### src/rtl/core/tfd_pkg.sv
// Package of the telemetry deframer: types, packet layout constants and the CRC-32 byte update.
// Used by every module of the block; depends on nothing.
package tfd_pkg;

  localparam int unsigned PosWidth = 20;
  localparam int unsigned OutDataWidth = 88;

  localparam logic [PosWidth-1:0] HdrBytes = 20'd24;
  localparam logic [PosWidth-1:0] CrcBytesMinus1 = 20'd3;
  localparam logic [PosWidth-1:0] SeqEndPos = 20'd15;
  localparam logic [PosWidth-1:0] TsEndPos = 20'd23;
  localparam logic [15:0] MaxChannels = 16'hFFFF;
  localparam logic [31:0] CrcPoly = 32'hEDB88320;
  localparam logic [31:0] CrcInit = 32'hFFFFFFFF;
  localparam logic [63:0] NegZero = 64'h8000_0000_0000_0000;

  localparam logic [7:0] Magic [4] = '{8'h47, 8'h4C, 8'h48, 8'h57};

  // Result kinds, carried on tuser.
  localparam logic [1:0] KindSequence = 2'd0;
  localparam logic [1:0] KindTimestamp = 2'd1;
  localparam logic [1:0] KindValue = 2'd2;
  localparam logic [1:0] KindStatus = 2'd3;

  // Configuration register indexes.
  localparam logic RegChannelCount = 1'b0;
  localparam logic RegVersion = 1'b1;

  // Bits of the error flag vector; status code is the first set bit plus one.
  localparam int unsigned ErrSize = 0;
  localparam int unsigned ErrMagic = 1;
  localparam int unsigned ErrVersion = 2;
  localparam int unsigned ErrCount = 3;
  localparam int unsigned ErrCrc = 4;
  localparam int unsigned ErrTimestamp = 5;
  localparam int unsigned ErrValue = 6;

  typedef struct packed {
    logic [7:0] data_byte;
    logic       end_of_packet;
  } tfd_item_t;

  typedef struct packed {
    logic [15:0] channel_count;
    logic [7:0]  version_expected;
  } tfd_cfg_t;

  // One byte through the reflected CRC-32, eight bit steps unrolled.
  function automatic logic [31:0] crc_byte(input logic [31:0] crc, input logic [7:0] b);
    logic [31:0] c;
    c = crc ^ {24'd0, b};
    for (int k = 0; k < 8; k++) begin
      c = c[0] ? ((c >> 1) ^ CrcPoly) : (c >> 1);
    end
    return c;
  endfunction

endpackage

### src/rtl/core/tfd_in_stage.sv
// Input register of the deframer: holds one accepted byte until the parser takes it.
// Depends on tfd_pkg for the item type.
module tfd_in_stage import tfd_pkg::*; (
  input  logic      clk_i,
  input  logic      rst_ni,
  input  logic      s_axis_tvalid,
  output logic      s_axis_tready,
  input  tfd_item_t item_i,
  input  logic      advance_i,
  output logic      valid_o,
  output tfd_item_t item_o
);

  logic      valid_q, valid_d;
  tfd_item_t item_q;
  logic      load;

  // The slot frees in the same cycle that the parser consumes it.
  assign s_axis_tready = !valid_q || advance_i;
  assign load = s_axis_tvalid && s_axis_tready;

  always_comb begin
    valid_d = valid_q;
    if (load) begin
      valid_d = 1'b1;
    end else if (advance_i) begin
      valid_d = 1'b0;
    end
  end

  always_ff @(posedge clk_i or negedge rst_ni) begin
    if (!rst_ni) begin
      valid_q <= 1'b0;
    end else begin
      valid_q <= valid_d;
    end
  end

  always_ff @(posedge clk_i) begin
    if (load) begin
      item_q <= item_i;
    end
  end

  assign valid_o = valid_q;
  assign item_o = item_q;

endmodule

### src/rtl/core/tfd_parser.sv
// Packet parser of the deframer: packet state, header and word checks, CRC and result register.
// Depends on tfd_pkg for constants, types and the CRC byte update.
module tfd_parser import tfd_pkg::*; (
  input  logic                    clk_i,
  input  logic                    rst_ni,
  input  logic                    item_valid_i,
  input  tfd_item_t               item_i,
  input  tfd_cfg_t                cfg_i,
  output logic                    advance_o,
  output logic                    res_valid_o,
  input  logic                    res_ready_i,
  output logic [1:0]              res_kind_o,
  output logic [63:0]             res_word_o,
  output logic [15:0]             res_index_o,
  output logic [2:0]              res_status_o,
  output logic                    res_last_o
);

  logic [PosWidth-1:0] pos_q, pos_d;
  logic [31:0]         crc_q, crc_d;
  logic [63:0]         asm_q, asm_d;
  logic [31:0]         trl_q, trl_d;
  logic [6:0]          err_q, err_d;
  logic [7:0]          cnt_lo_q, cnt_lo_d;

  logic                res_valid_q, res_valid_d;
  logic [1:0]          kind_q, kind_d;
  logic [63:0]         word_q, word_d;
  logic [15:0]         index_q, index_d;
  logic [2:0]          status_q, status_d;
  logic                last_q, last_d;

  logic [PosWidth-1:0] body_end;
  logic [PosWidth-1:0] pos_rel;
  logic [6:0]          flags;
  logic                word_hit;
  logic                inf_nan;
  logic                has_res;
  logic [7:0]          b;

  assign advance_o = item_valid_i && (!res_valid_q || res_ready_i);
  assign b = item_i.data_byte;
  // First byte of the CRC trailer.
  assign body_end = HdrBytes + {1'b0, cfg_i.channel_count, 3'b000};
  assign pos_rel = pos_q - HdrBytes;

  always_comb begin
    err_d = err_q;
    cnt_lo_d = cnt_lo_q;
    if (pos_q < 20'd4) begin
      if (b != Magic[pos_q[1:0]]) err_d[ErrMagic] = 1'b1;
    end else if (pos_q == 20'd4) begin
      if (b != cfg_i.version_expected) err_d[ErrVersion] = 1'b1;
    end else if (pos_q == 20'd5) begin
      if (b != 8'd0) err_d[ErrVersion] = 1'b1;
    end else if (pos_q == 20'd6) begin
      cnt_lo_d = b;
    end else if (pos_q == 20'd7) begin
      if ({b, cnt_lo_q} != cfg_i.channel_count) err_d[ErrCount] = 1'b1;
    end

    crc_d = (pos_q < body_end) ? crc_byte(crc_q, b) : crc_q;
    asm_d = {b, asm_q[63:8]};
    trl_d = {b, trl_q[31:8]};

    word_hit = (pos_q >= SeqEndPos) && (pos_q[2:0] == 3'd7) && (pos_q < body_end);
    inf_nan = (asm_d[62:52] == 11'h7FF);
    kind_d = KindValue;
    index_d = 16'd0;
    if (pos_q == SeqEndPos) begin
      kind_d = KindSequence;
    end else if (pos_q == TsEndPos) begin
      kind_d = KindTimestamp;
      if (word_hit && (inf_nan || (asm_d[63] && asm_d != NegZero))) begin
        err_d[ErrTimestamp] = 1'b1;
      end
    end else begin
      index_d = pos_rel[18:3];
      if (word_hit && inf_nan) err_d[ErrValue] = 1'b1;
    end
    word_d = asm_d;
    status_d = 3'd0;
    last_d = 1'b0;
    has_res = word_hit;

    // Closing status: size and CRC are settled only on the end byte.
    flags = err_d;
    if (pos_q != body_end + CrcBytesMinus1) flags[ErrSize] = 1'b1;
    if (~crc_d != trl_d) flags[ErrCrc] = 1'b1;
    if (item_i.end_of_packet) begin
      has_res = 1'b1;
      kind_d = KindStatus;
      word_d = 64'd0;
      index_d = 16'd0;
      last_d = 1'b1;
      for (int k = 6; k >= 0; k--) begin
        if (flags[k]) status_d = 3'(k + 1);
      end
    end

    pos_d = (pos_q != '1) ? pos_q + 20'd1 : pos_q;
    if (item_i.end_of_packet) begin
      pos_d = '0;
      crc_d = CrcInit;
      asm_d = '0;
      trl_d = '0;
      err_d = '0;
      cnt_lo_d = '0;
    end

    res_valid_d = res_valid_q;
    if (advance_o) begin
      res_valid_d = has_res;
    end else if (res_ready_i) begin
      res_valid_d = 1'b0;
    end
  end

  always_ff @(posedge clk_i or negedge rst_ni) begin
    if (!rst_ni) begin
      pos_q <= '0;
      crc_q <= CrcInit;
      asm_q <= '0;
      trl_q <= '0;
      err_q <= '0;
      cnt_lo_q <= '0;
      res_valid_q <= 1'b0;
    end else begin
      res_valid_q <= res_valid_d;
      if (advance_o) begin
        pos_q <= pos_d;
        crc_q <= crc_d;
        asm_q <= asm_d;
        trl_q <= trl_d;
        err_q <= err_d;
        cnt_lo_q <= cnt_lo_d;
      end
    end
  end

  always_ff @(posedge clk_i) begin
    if (advance_o && has_res) begin
      kind_q <= kind_d;
      word_q <= word_d;
      index_q <= index_d;
      status_q <= status_d;
      last_q <= last_d;
    end
  end

  assign res_valid_o = res_valid_q;
  assign res_kind_o = kind_q;
  assign res_word_o = word_q;
  assign res_index_o = index_q;
  assign res_status_o = status_q;
  assign res_last_o = last_q;

endmodule

### src/rtl/core/telemetry_frame_deframer_crc32.sv
// Telemetry deframer with CRC-32 check: top level with configuration registers and stream ports.
// Throughput: one byte per cycle while the master side takes results, set by the single parser
// stage between the input register and the result register; the byte CRC update is one unrolled
// block of logic in that stage.
// Reset: rst_ni is asynchronous and active low; it empties both registers, returns the
// packet state to the start of a packet and sets channel_count to 0 and version_expected to 1.
// Depends on tfd_pkg, tfd_in_stage and tfd_parser.
module telemetry_frame_deframer_crc32 import tfd_pkg::*; (
  input  logic                    clk_i,
  input  logic                    rst_ni,
  // Configuration write port.
  input  logic                    cfg_we_i,
  input  logic                    cfg_index_i,
  input  logic [15:0]             cfg_data_i,
  // Byte stream in.
  input  logic                    s_axis_tvalid,
  output logic                    s_axis_tready,
  input  logic [7:0]              s_axis_tdata,   // [7:0] data_byte
  input  logic                    s_axis_tlast,   // end_of_packet
  // Result stream out.
  output logic                    m_axis_tvalid,
  input  logic                    m_axis_tready,
  output logic [OutDataWidth-1:0] m_axis_tdata,   // [63:0] word, [79:64] value_index,
                                                  // [82:80] status, [87:83] zero
  output logic [1:0]              m_axis_tuser,   // [1:0] kind
  output logic                    m_axis_tlast    // last
);

  tfd_cfg_t  cfg_q;
  tfd_item_t in_item;
  tfd_item_t stage_item;
  logic      stage_valid;
  logic      advance;
  logic [63:0] res_word;
  logic [15:0] res_index;
  logic [2:0]  res_status;

  // Register writes. A channel count is held no larger than the supported maximum.
  always_ff @(posedge clk_i or negedge rst_ni) begin
    if (!rst_ni) begin
      cfg_q.channel_count <= 16'd0;
      cfg_q.version_expected <= 8'd1;
    end else if (cfg_we_i) begin
      case (cfg_index_i)
        RegChannelCount: begin
          cfg_q.channel_count <= (cfg_data_i > MaxChannels) ? MaxChannels : cfg_data_i;
        end
        RegVersion: begin
          cfg_q.version_expected <= cfg_data_i[7:0];
        end
        default: begin
        end
      endcase
    end
  end

  assign in_item.data_byte = s_axis_tdata;
  assign in_item.end_of_packet = s_axis_tlast;

  // The input register lets a byte be taken while the previous result still waits.
  tfd_in_stage u_in_stage (
    .clk_i         (clk_i),
    .rst_ni        (rst_ni),
    .s_axis_tvalid (s_axis_tvalid),
    .s_axis_tready (s_axis_tready),
    .item_i        (in_item),
    .advance_i     (advance),
    .valid_o       (stage_valid),
    .item_o        (stage_item)
  );

  // The parser updates the packet state and loads the result register in one step.
  tfd_parser u_parser (
    .clk_i        (clk_i),
    .rst_ni       (rst_ni),
    .item_valid_i (stage_valid),
    .item_i       (stage_item),
    .cfg_i        (cfg_q),
    .advance_o    (advance),
    .res_valid_o  (m_axis_tvalid),
    .res_ready_i  (m_axis_tready),
    .res_kind_o   (m_axis_tuser),
    .res_word_o   (res_word),
    .res_index_o  (res_index),
    .res_status_o (res_status),
    .res_last_o   (m_axis_tlast)
  );

  assign m_axis_tdata = {5'd0, res_status, res_index, res_word};

endmodule

### config.mk
export PLATFORM = sky130hd
export DESIGN_NAME = telemetry_frame_deframer_crc32
export DESIGN_NICKNAME = d
export VERILOG_FILES = /design/src/rtl/core/tfd_pkg.sv /design/src/rtl/core/tfd_in_stage.sv /design/src/rtl/core/tfd_parser.sv /design/src/rtl/core/telemetry_frame_deframer_crc32.sv
export SDC_FILE = /design/constraint.sdc
export NUM_CORES = 1
export LEC_CHECK = 0
export BUFFER_PORTS_ARGS = -buffer_cell sky130_fd_sc_hd__buf_2
export CAP_MARGIN = 20
export CORE_MARGIN = 2
export CORE_UTILIZATION = 56
export CTS_BUF_LIST = sky130_fd_sc_hd__clkbuf_8
export CTS_CLUSTER_DIAMETER = 30
export CTS_CLUSTER_SIZE = 40
export DETAILED_ROUTE_END_ITERATION = 10
export GPL_ROUTABILITY_DRIVEN = 0
export GPL_TIMING_DRIVEN = 0
export HOLD_SLACK_MARGIN = 0.02
export PLACE_DENSITY = 0.84
export SLEW_MARGIN = 40
export SYNTH_ARGS = -nofsm -noshare
export SYNTH_HDL_FRONTEND = slang
export SYNTH_HIERARCHICAL = 1
export SYNTH_SLANG_ARGS = --single-unit
### constraint.sdc
create_clock -name clk_i -period 6.45 [get_ports clk_i]
set_input_delay 0.645 -clock clk_i [delete_from_list [all_inputs] [get_ports clk_i]]
set_output_delay 0.645 -clock clk_i [all_outputs]
set_load 0.02 [all_outputs]
==> metrics.cfg, run 1 <==
[clock_tree]
numCtsBuffers=45
cts_tree=done
cts.clk_slew.worst_paths_ns=0.06
clock_sinks=242
post_cts.repair.setup_buffers=0
insertion_delay_ns=0.58
cts_buffer_depth=3
htree_levels=2
root_buffer=clkbuf_8
postCtsHoldBufs=0
cts_resized=0

[route]
avgViaCountPerCell=5.91
wl_um=31600
wl_per_cell_um=19.8
ant_nets=0
first_pass_iters=6
drt_iter0_drc=917
drcViolationCount=0
vias=9431

[sta]
max_freq_mhz=179
slew_headroom_pct=46.2
min_period_ns=5.58
skew_ns=0.0591
setup_violations=0
max_slew.worst_pin.slew_ns=0.807
layout_setup_ws_ns=0.872
timing.final.max_slew_violations=0
rsz0062_at_grt=false
finalHoldViolCount=0
fin_crit_sh_pct=86.5

[grt]
grt_pass1_wl_um=50000
grt_max_degree=77
grt_overflow=0
grtUsageTotal_pct=26.6
grt_pass1_vias=9326
antenna_found_initial=0

[floorplanning]
die_w_um=155
ios=124
fp-row-count=55
die_h_um=155
core_area_um2=22500
dieArea_um2=24000
start_util_pct=56.6

[logic_synthesis]
synth_common_cells=dfrtp_1, edfxtp_1, nor2_1
ys.flop_type=dfrtp_1
synth_area_leader_cell=dfrtp_1
syn-cell-area_um2=12700
synthDistinctLibCells=68
synthCells=1101
ys_warn_count=6
async_reset_ff_share_pct=60.7
syn_avg_cell_area_um2=11.6
synth_edf_count=95
yosysMostFrequentCell=dfrtp_1
synth-seq-area-share_pct=51.6
synth_top_cell_area_share_pct=22.4
synth.ff_latch_count=242
yosys-top-cells-area=dfrtp_1, edfxtp_1, dfstp_2, mux2_2, xor2_1

[run]
maxCapViolations=0

[worst_setup_path]
required_ns=6.84
path_delay_family=simple AND/OR/NAND/NOR gates
timing.rr.start=cfg_q[8]
crit_chain=inv_1, ha_1, nor3_1, nand3_1, xor2_1, ha_1, nand4_1, or4_1, a31o_2, and3_1, buf_2, buf_6, buf_6, mux2i_1, xnor2_1, nor4_1, nand4_1, or4_1, a31oi_1
worstPathMaxFanout=10
critical_path.startpoint=cfg_q[8]
crit_path_end_kind=flip-flop
critPathMaxStageDelay_ns=0.59
cp_num_buf_inv=4
critPathKind=reg -> reg
cp-start-kind=flip-flop
worstPathArrival_ns=5.97
critical_path.slowest_cell=or4_1

[placed_design]
place_hpwl_um=22400
pre_cts_slack_ns=1.01
portBuffers=118

[power]
peakVddDrop_v=0.000244
power_density_nw_per_um2=424
p_leak_nw=6.39

[layout]
syn2layout_area_growth_pct=16.2
drive_gt1_share_pct=27.0
final_util_pct=65.8
diodes=0
nets=1331

[outcome]
status=completed

[worst_hold_path]
hold_class=in -> async

==> layout by cell type (no fill, tap or decap), types with 9 or more instances in the layout <==
master and n:
mux2_4 10, dfrtp_1 114, ha_1 25, clkinv_4 9
xor2_1 77, nor3_1 21, nor2b_1 65, clkbuf_8 47
edfxtp_1 95, dfstp_2 33, nor2_1 86, o21ai_0 29
and3_1 13, inv_1 19, nand2_1 52, mux2i_1 17
o22ai_1 20, mux2_2 68, buf_2 121, clkbuf_1 40
nand4_1 12, xnor2_1 76, nor4_1 29, a21oi_1 61
nand3_1 18
==> registers in the layout (all words and copies together) (netlist names), 5 cells and up <==
| name | flops |
|---|---|
| u_parser/asm_q | 56 |
| cfg_q | 24 |
| u_in_stage/item_o | 9 |
| u_parser/pos_q | 20 |
| u_parser/res_word_o | 64 |
| u_parser/err_q | 5 |
| u_parser/res_index_o | 16 |
| u_parser/cnt_lo_q | 8 |
| u_parser/crc_q | 32 |
==> through the flow <==
step	cells	TNS (ns)	hold slack [ns]	power [mW]	instance area (um^2)
floorplan	1105	0	0.349	4.04	12800
CTS	1597	0	0.0634	6.24	14800
finish	1597	0	0.0641	6.28	14800
detailed placement	1513	0	0.508	4.63	13800
global route	1597	0	0.0979	6.59	14800
global placement	1508	-33.21	0.497	4.56	13700
==> metal layers <==
metal	routed length (um)	vias to the layer above	GRT usage (%)
met5	0	-	0
li1	-	4271	-
met4	1100	0	10.4
met1	13100	4556	35.7
met2	14600	510	42.5
met3	2800	94	5.68
==> layout make-up <==
cell class,instances,area (um^2)
Fill cell,1657,7690
Sequential cell,242,6570
Multi-Input combinational cell,783,5830
Timing Repair Buffer,123,701
Clock buffer,47,647
Tap cell,285,357
Clock inverter,37,343
Buffer,60,294
Inverter,20,75.1
==> worst register-to-register path: cells and delay by family, from the launching register on <==
| family | cells | cell delay, ns |
|---|---|---|
| muxes | 1 | 0.36 |
| DFF | 1 | 0.51 |
| AOI/OAI and AO/OA | 2 | 0.46 |
| and+or+nand+nor | 8 | 2.51 |
| adders and majority gates | 2 | 0.59 |
| xor gates and xnor gates | 2 | 0.28 |
| buffers and inverters | 4 | 0.72 |
==> kinds of logic (layout without fill, tap and decap cells) <==
kind of cell | Yosys count | in the layout | synth area share [%]
DFF | 242 | 242 | 51.6
and+or+nand+nor | 329 | 329 | 13.4
buffers and inverters | 80 | 287 | 2.90
other | 1 | 5 | 0.0294
muxes | 95 | 95 | 8.52
AOI/OAI and AO/OA | 159 | 159 | 7.62
xor gates and xnor gates | 170 | 170 | 13.5
adders and majority gates | 25 | 25 | 2.45
==> power by group <==
part | total [mW] | switching [mW] | internal [mW]
sequential | 2.14 | 0.254 | 1.89
combinational | 2.56 | 1.45 | 1.11
clock | 1.58 | 0.729 | 0.848
total | 6.28 | 2.43 | 3.85
==> path summary, 6_finish.rpt <==
check,endpoint,slack [ns],depth (start not counted)
worst min register to register,cfg_q[2],0.52,1
worst min-delay path,cfg_q[6],0.06,1
min in group clk_i,u_in_stage/item_o[6],0.26,1
worst max register to register,u_parser/res_status_o[1],0.87,19
worst max-delay path,u_parser/res_status_o[1],0.87,19
max in group asynchronous,u_parser/crc_q[17],5.57,2
No activity file was read; power rests on OpenSTA's default activity.
==> run 2: changes to the inputs <==
Settings changed: ABC_AREA from default to 1.
==> run 2 against run 1 <==
Sequential share of layout area down 3.1 points; clock power grew 13%; non-clock buffer count did not move; critical path depth up 8; clock skew shrank 0.020 ns; utilization grew 0.20 points; fmax increased by 2.5%; design area rose by 7.4%; synthesized cell count up 53%; via count increased by 34%; total power is 1.5% higher; global-route usage rose by 3.4 points; largest cell class unchanged.
==> metrics.cfg, run 2 <==
[clock_tree]
cts.clk_slew.worst_paths_ns=0.05  ; was 0.06 ns
htree_levels=2  ; unchanged
cts_resized=0  ; unchanged
clock_sinks=242  ; unchanged
root_buffer=clkbuf_8  ; unchanged
insertion_delay_ns=0.58  ; about the same
numCtsBuffers=48  ; was 45
cts_tree=done  ; unchanged
cts_buffer_depth=3  ; unchanged

[worst_setup_path]
worstPathArrival_ns=5.70  ; was 5.97 ns
worstPathMaxFanout=21  ; was 10
cpMostUsedCell=nand2_1
crit_path_end_kind=flip-flop  ; unchanged
critPathKind=reg -> reg  ; unchanged
cp_num_buf_inv=7  ; was 4
critPathMaxStageDelay_ns=0.43  ; was 0.59 ns
required_ns=6.70  ; was 6.84 ns
timing.rr.start=cfg_q[8]  ; unchanged
path_delay_family=simple AND/OR/NAND/NOR gates  ; unchanged
critical_path.startpoint=cfg_q[8]  ; unchanged
critical_path.slowest_cell=dfrtp_1  ; was or4_1
cp-start-kind=flip-flop  ; unchanged

[floorplanning]
start_util_pct=56.5  ; was 56.6%
fp-row-count=57  ; was 55
die_h_um=160  ; was 155 um
die_w_um=160  ; was 155 um
dieArea_um2=25600  ; was 24000 um^2
ios=124  ; unchanged
core_area_um2=24100  ; was 22500 um^2

[layout]
syn2layout_area_growth_pct=17.0  ; was 16.2%
drive_gt1_share_pct=19.3  ; was 27.0%
diodes=0  ; unchanged
largest_reg_flops=64  ; unchanged
final_common_cell=nand2_1  ; was buf_2
stdcell_area_um2=15900  ; was 14800 um^2
nets=1919  ; was 1331
mostFrequentLayoutCells=nand2_1, inv_1, nor2_1  ; was buf_2, dfrtp_1, edfxtp_1

[sta]
skew_ns=0.0390  ; was 0.0591 ns
min_period_ns=5.44  ; was 5.58 ns
finalHoldViolCount=0  ; unchanged
max_freq_mhz=184  ; was 179 MHz
timing.final.max_slew_violations=0  ; unchanged
rsz0062_at_grt=false  ; unchanged
fin_crit_sh_pct=84.4  ; was 86.5%
timing.hold.ws_ns=0.274  ; was 0.0641 ns
max_slew.worst_pin.slew_ns=0.816  ; was 0.807 ns
slew_headroom_pct=45.6  ; was 46.2%
setup_violations=0  ; unchanged

[logic_synthesis]
yosysMostFrequentCell=nand2_1  ; was dfrtp_1
synth_common_cells=nand2_1, inv_1, nor2_1  ; was dfrtp_1, edfxtp_1, nor2_1
synth-seq-area-share_pct=48.3  ; was 51.6%
synth_edf_count=95  ; unchanged
async_reset_ff_share_pct=60.7  ; unchanged
synth_area_leader_cell=dfrtp_1  ; unchanged
yosys-top-cells-area=dfrtp_1, edfxtp_1, nand2_1, dfstp_2, nand3_1  ; was dfrtp_1, edfxtp_1, dfstp_2, mux2_2, xor2_1
syn_avg_cell_area_um2=8.07  ; was 11.6 um^2
synth_top_cell_area_share_pct=21.0  ; was 22.4%
ys.flop_type=dfrtp_1  ; unchanged
syn-cell-area_um2=13600  ; was 12700 um^2
ys_warn_count=6  ; unchanged
synth.ff_latch_count=242  ; unchanged
synthDistinctLibCells=55  ; was 68
synthCells=1686  ; was 1101

[route]
first_pass_iters=7  ; was 6
wl_per_cell_um=17.3  ; was 19.8 um
drcViolationCount=0  ; unchanged
wl_um=38500  ; was 31600 um
vias=12700  ; was 9431
avgViaCountPerCell=5.68  ; was 5.91
drt_iter0_drc=1508  ; was 917
ant_nets=0  ; unchanged

[placed_design]
place_hpwl_um=28200  ; was 22400 um
place_area_um2=14800  ; was 13800 um^2
portBuffers=116  ; was 118

[grt]
grtUsageTotal_pct=30.0  ; was 26.6%
grt_max_degree=56  ; was 77
grt_pass1_wl_um=60800  ; was 50000 um
antenna_found_initial=1  ; was 0
grt_overflow=0  ; unchanged
grt_pass1_vias=12100  ; was 9326

[run]
maxCapViolations=0  ; unchanged

[power]
power.total_mw=6.37  ; was 6.28 mW
power_density_nw_per_um2=400  ; was 424 nW/um^2
p_leak_nw=7.61  ; was 6.39 nW
peakVddDrop_v=0.000230  ; was 0.000244 V

[outcome]
status=completed  ; unchanged

[worst_hold_path]
hold_class=in -> reg  ; was in -> async
holdCritStartpoint=s_axis_tdata[2]

[run 2: power breakdown]
group | switching [mW] | internal (mW) | leakage, nW
Combinational | 1.75 | 0.783 | 4.26
Sequential | 0.177 | 1.89 | 2.79
Clock | 0.760 | 1.02 | 0.561
Total | 2.68 | 3.69 | 7.61
[run 2: path summary, 6_finish.rpt]
| path | to | slack (ns) | depth (start not counted) |
|---|---|---|---|
| min | u_in_stage/item_o[3] | 0.27 | 1 |
| min in group asynchronous | cfg_q[4] | 0.59 | 2 |
| max | u_parser/res_word_o[51] | 1.01 | 27 |
| min reg2reg | cfg_q[0] | 0.47 | 2 |
| max reg2reg | u_parser/res_word_o[51] | 1.01 | 27 |
| max in group asynchronous | u_parser/crc_q[6] | 5.24 | 3 |
[run 2: logic make-up (layout without fill, tap and decap cells)]
group           Yosys count  after routing  synth area share (%)
simple gates            918            918                  29.4
buf+inv                 264            477                  8.71
flops                   242            242                  48.3
compound gates          179            179                  7.63
xor+xnor                 57             57                  3.67
fa+ha+maj                25             25                  2.30
other cells               1              5                0.0276
[run 2: timing repair]
item | 4_1_cts | 5_1_grt
hold endpoints to repair | 17 | 0
setup buffers | 0 | 0
hold buffers | 1 | 0
[run 2: layout make-up]
class | instances | area [um^2]
Timing Repair Buffer | 123 | 741
Tap cell | 324 | 405
Buffer | 60 | 389
Multi-Input combinational cell | 1184 | 5880
Sequential cell | 242 | 6570
Fill cell | 1927 | 8190
Clock inverter | 36 | 393
Clock buffer | 54 | 743
Inverter | 204 | 796
[run 2: stage by stage]
step / setup WS (ns) / util, % / cells / TNS, ns
after floorplan: 0.514 / - / 1690 / 0
after global placement: -0.985 / 60.6 / 2130 / -84.31
after detailed placement: 1.16 / 61.3 / 2136 / 0
after CTS: 1.10 / 66.0 / 2227 / 0
after global routing: 0.752 / 66.0 / 2227 / 0
final: 1.01 / 66.0 / 2227 / 0
[run 2: worst reg2reg max path, delay by kind of cell, from the launching register on]
| family | cells | cell delay, ns |
|---|---|---|
| flops | 1 | 0.43 |
| buf+inv | 7 | 1.17 |
| simple gates | 15 | 2.43 |
| xor+xnor | 1 | 0.15 |
| compound gates | 2 | 0.41 |
| fa+ha+maj | 2 | 0.55 |
[run 2: layer usage]
| layer | global-route usage [%] | wire, um | vias up |
|---|---|---|---|
| met5 | 0 | 0 | - |
| met4 | 17.0 | 2440 | 0 |
| met1 | 38.7 | 14600 | 5758 |
| met3 | 6.94 | 4350 | 199 |
| met2 | 46.8 | 17100 | 815 |
| li1 | - | - | 5883 |
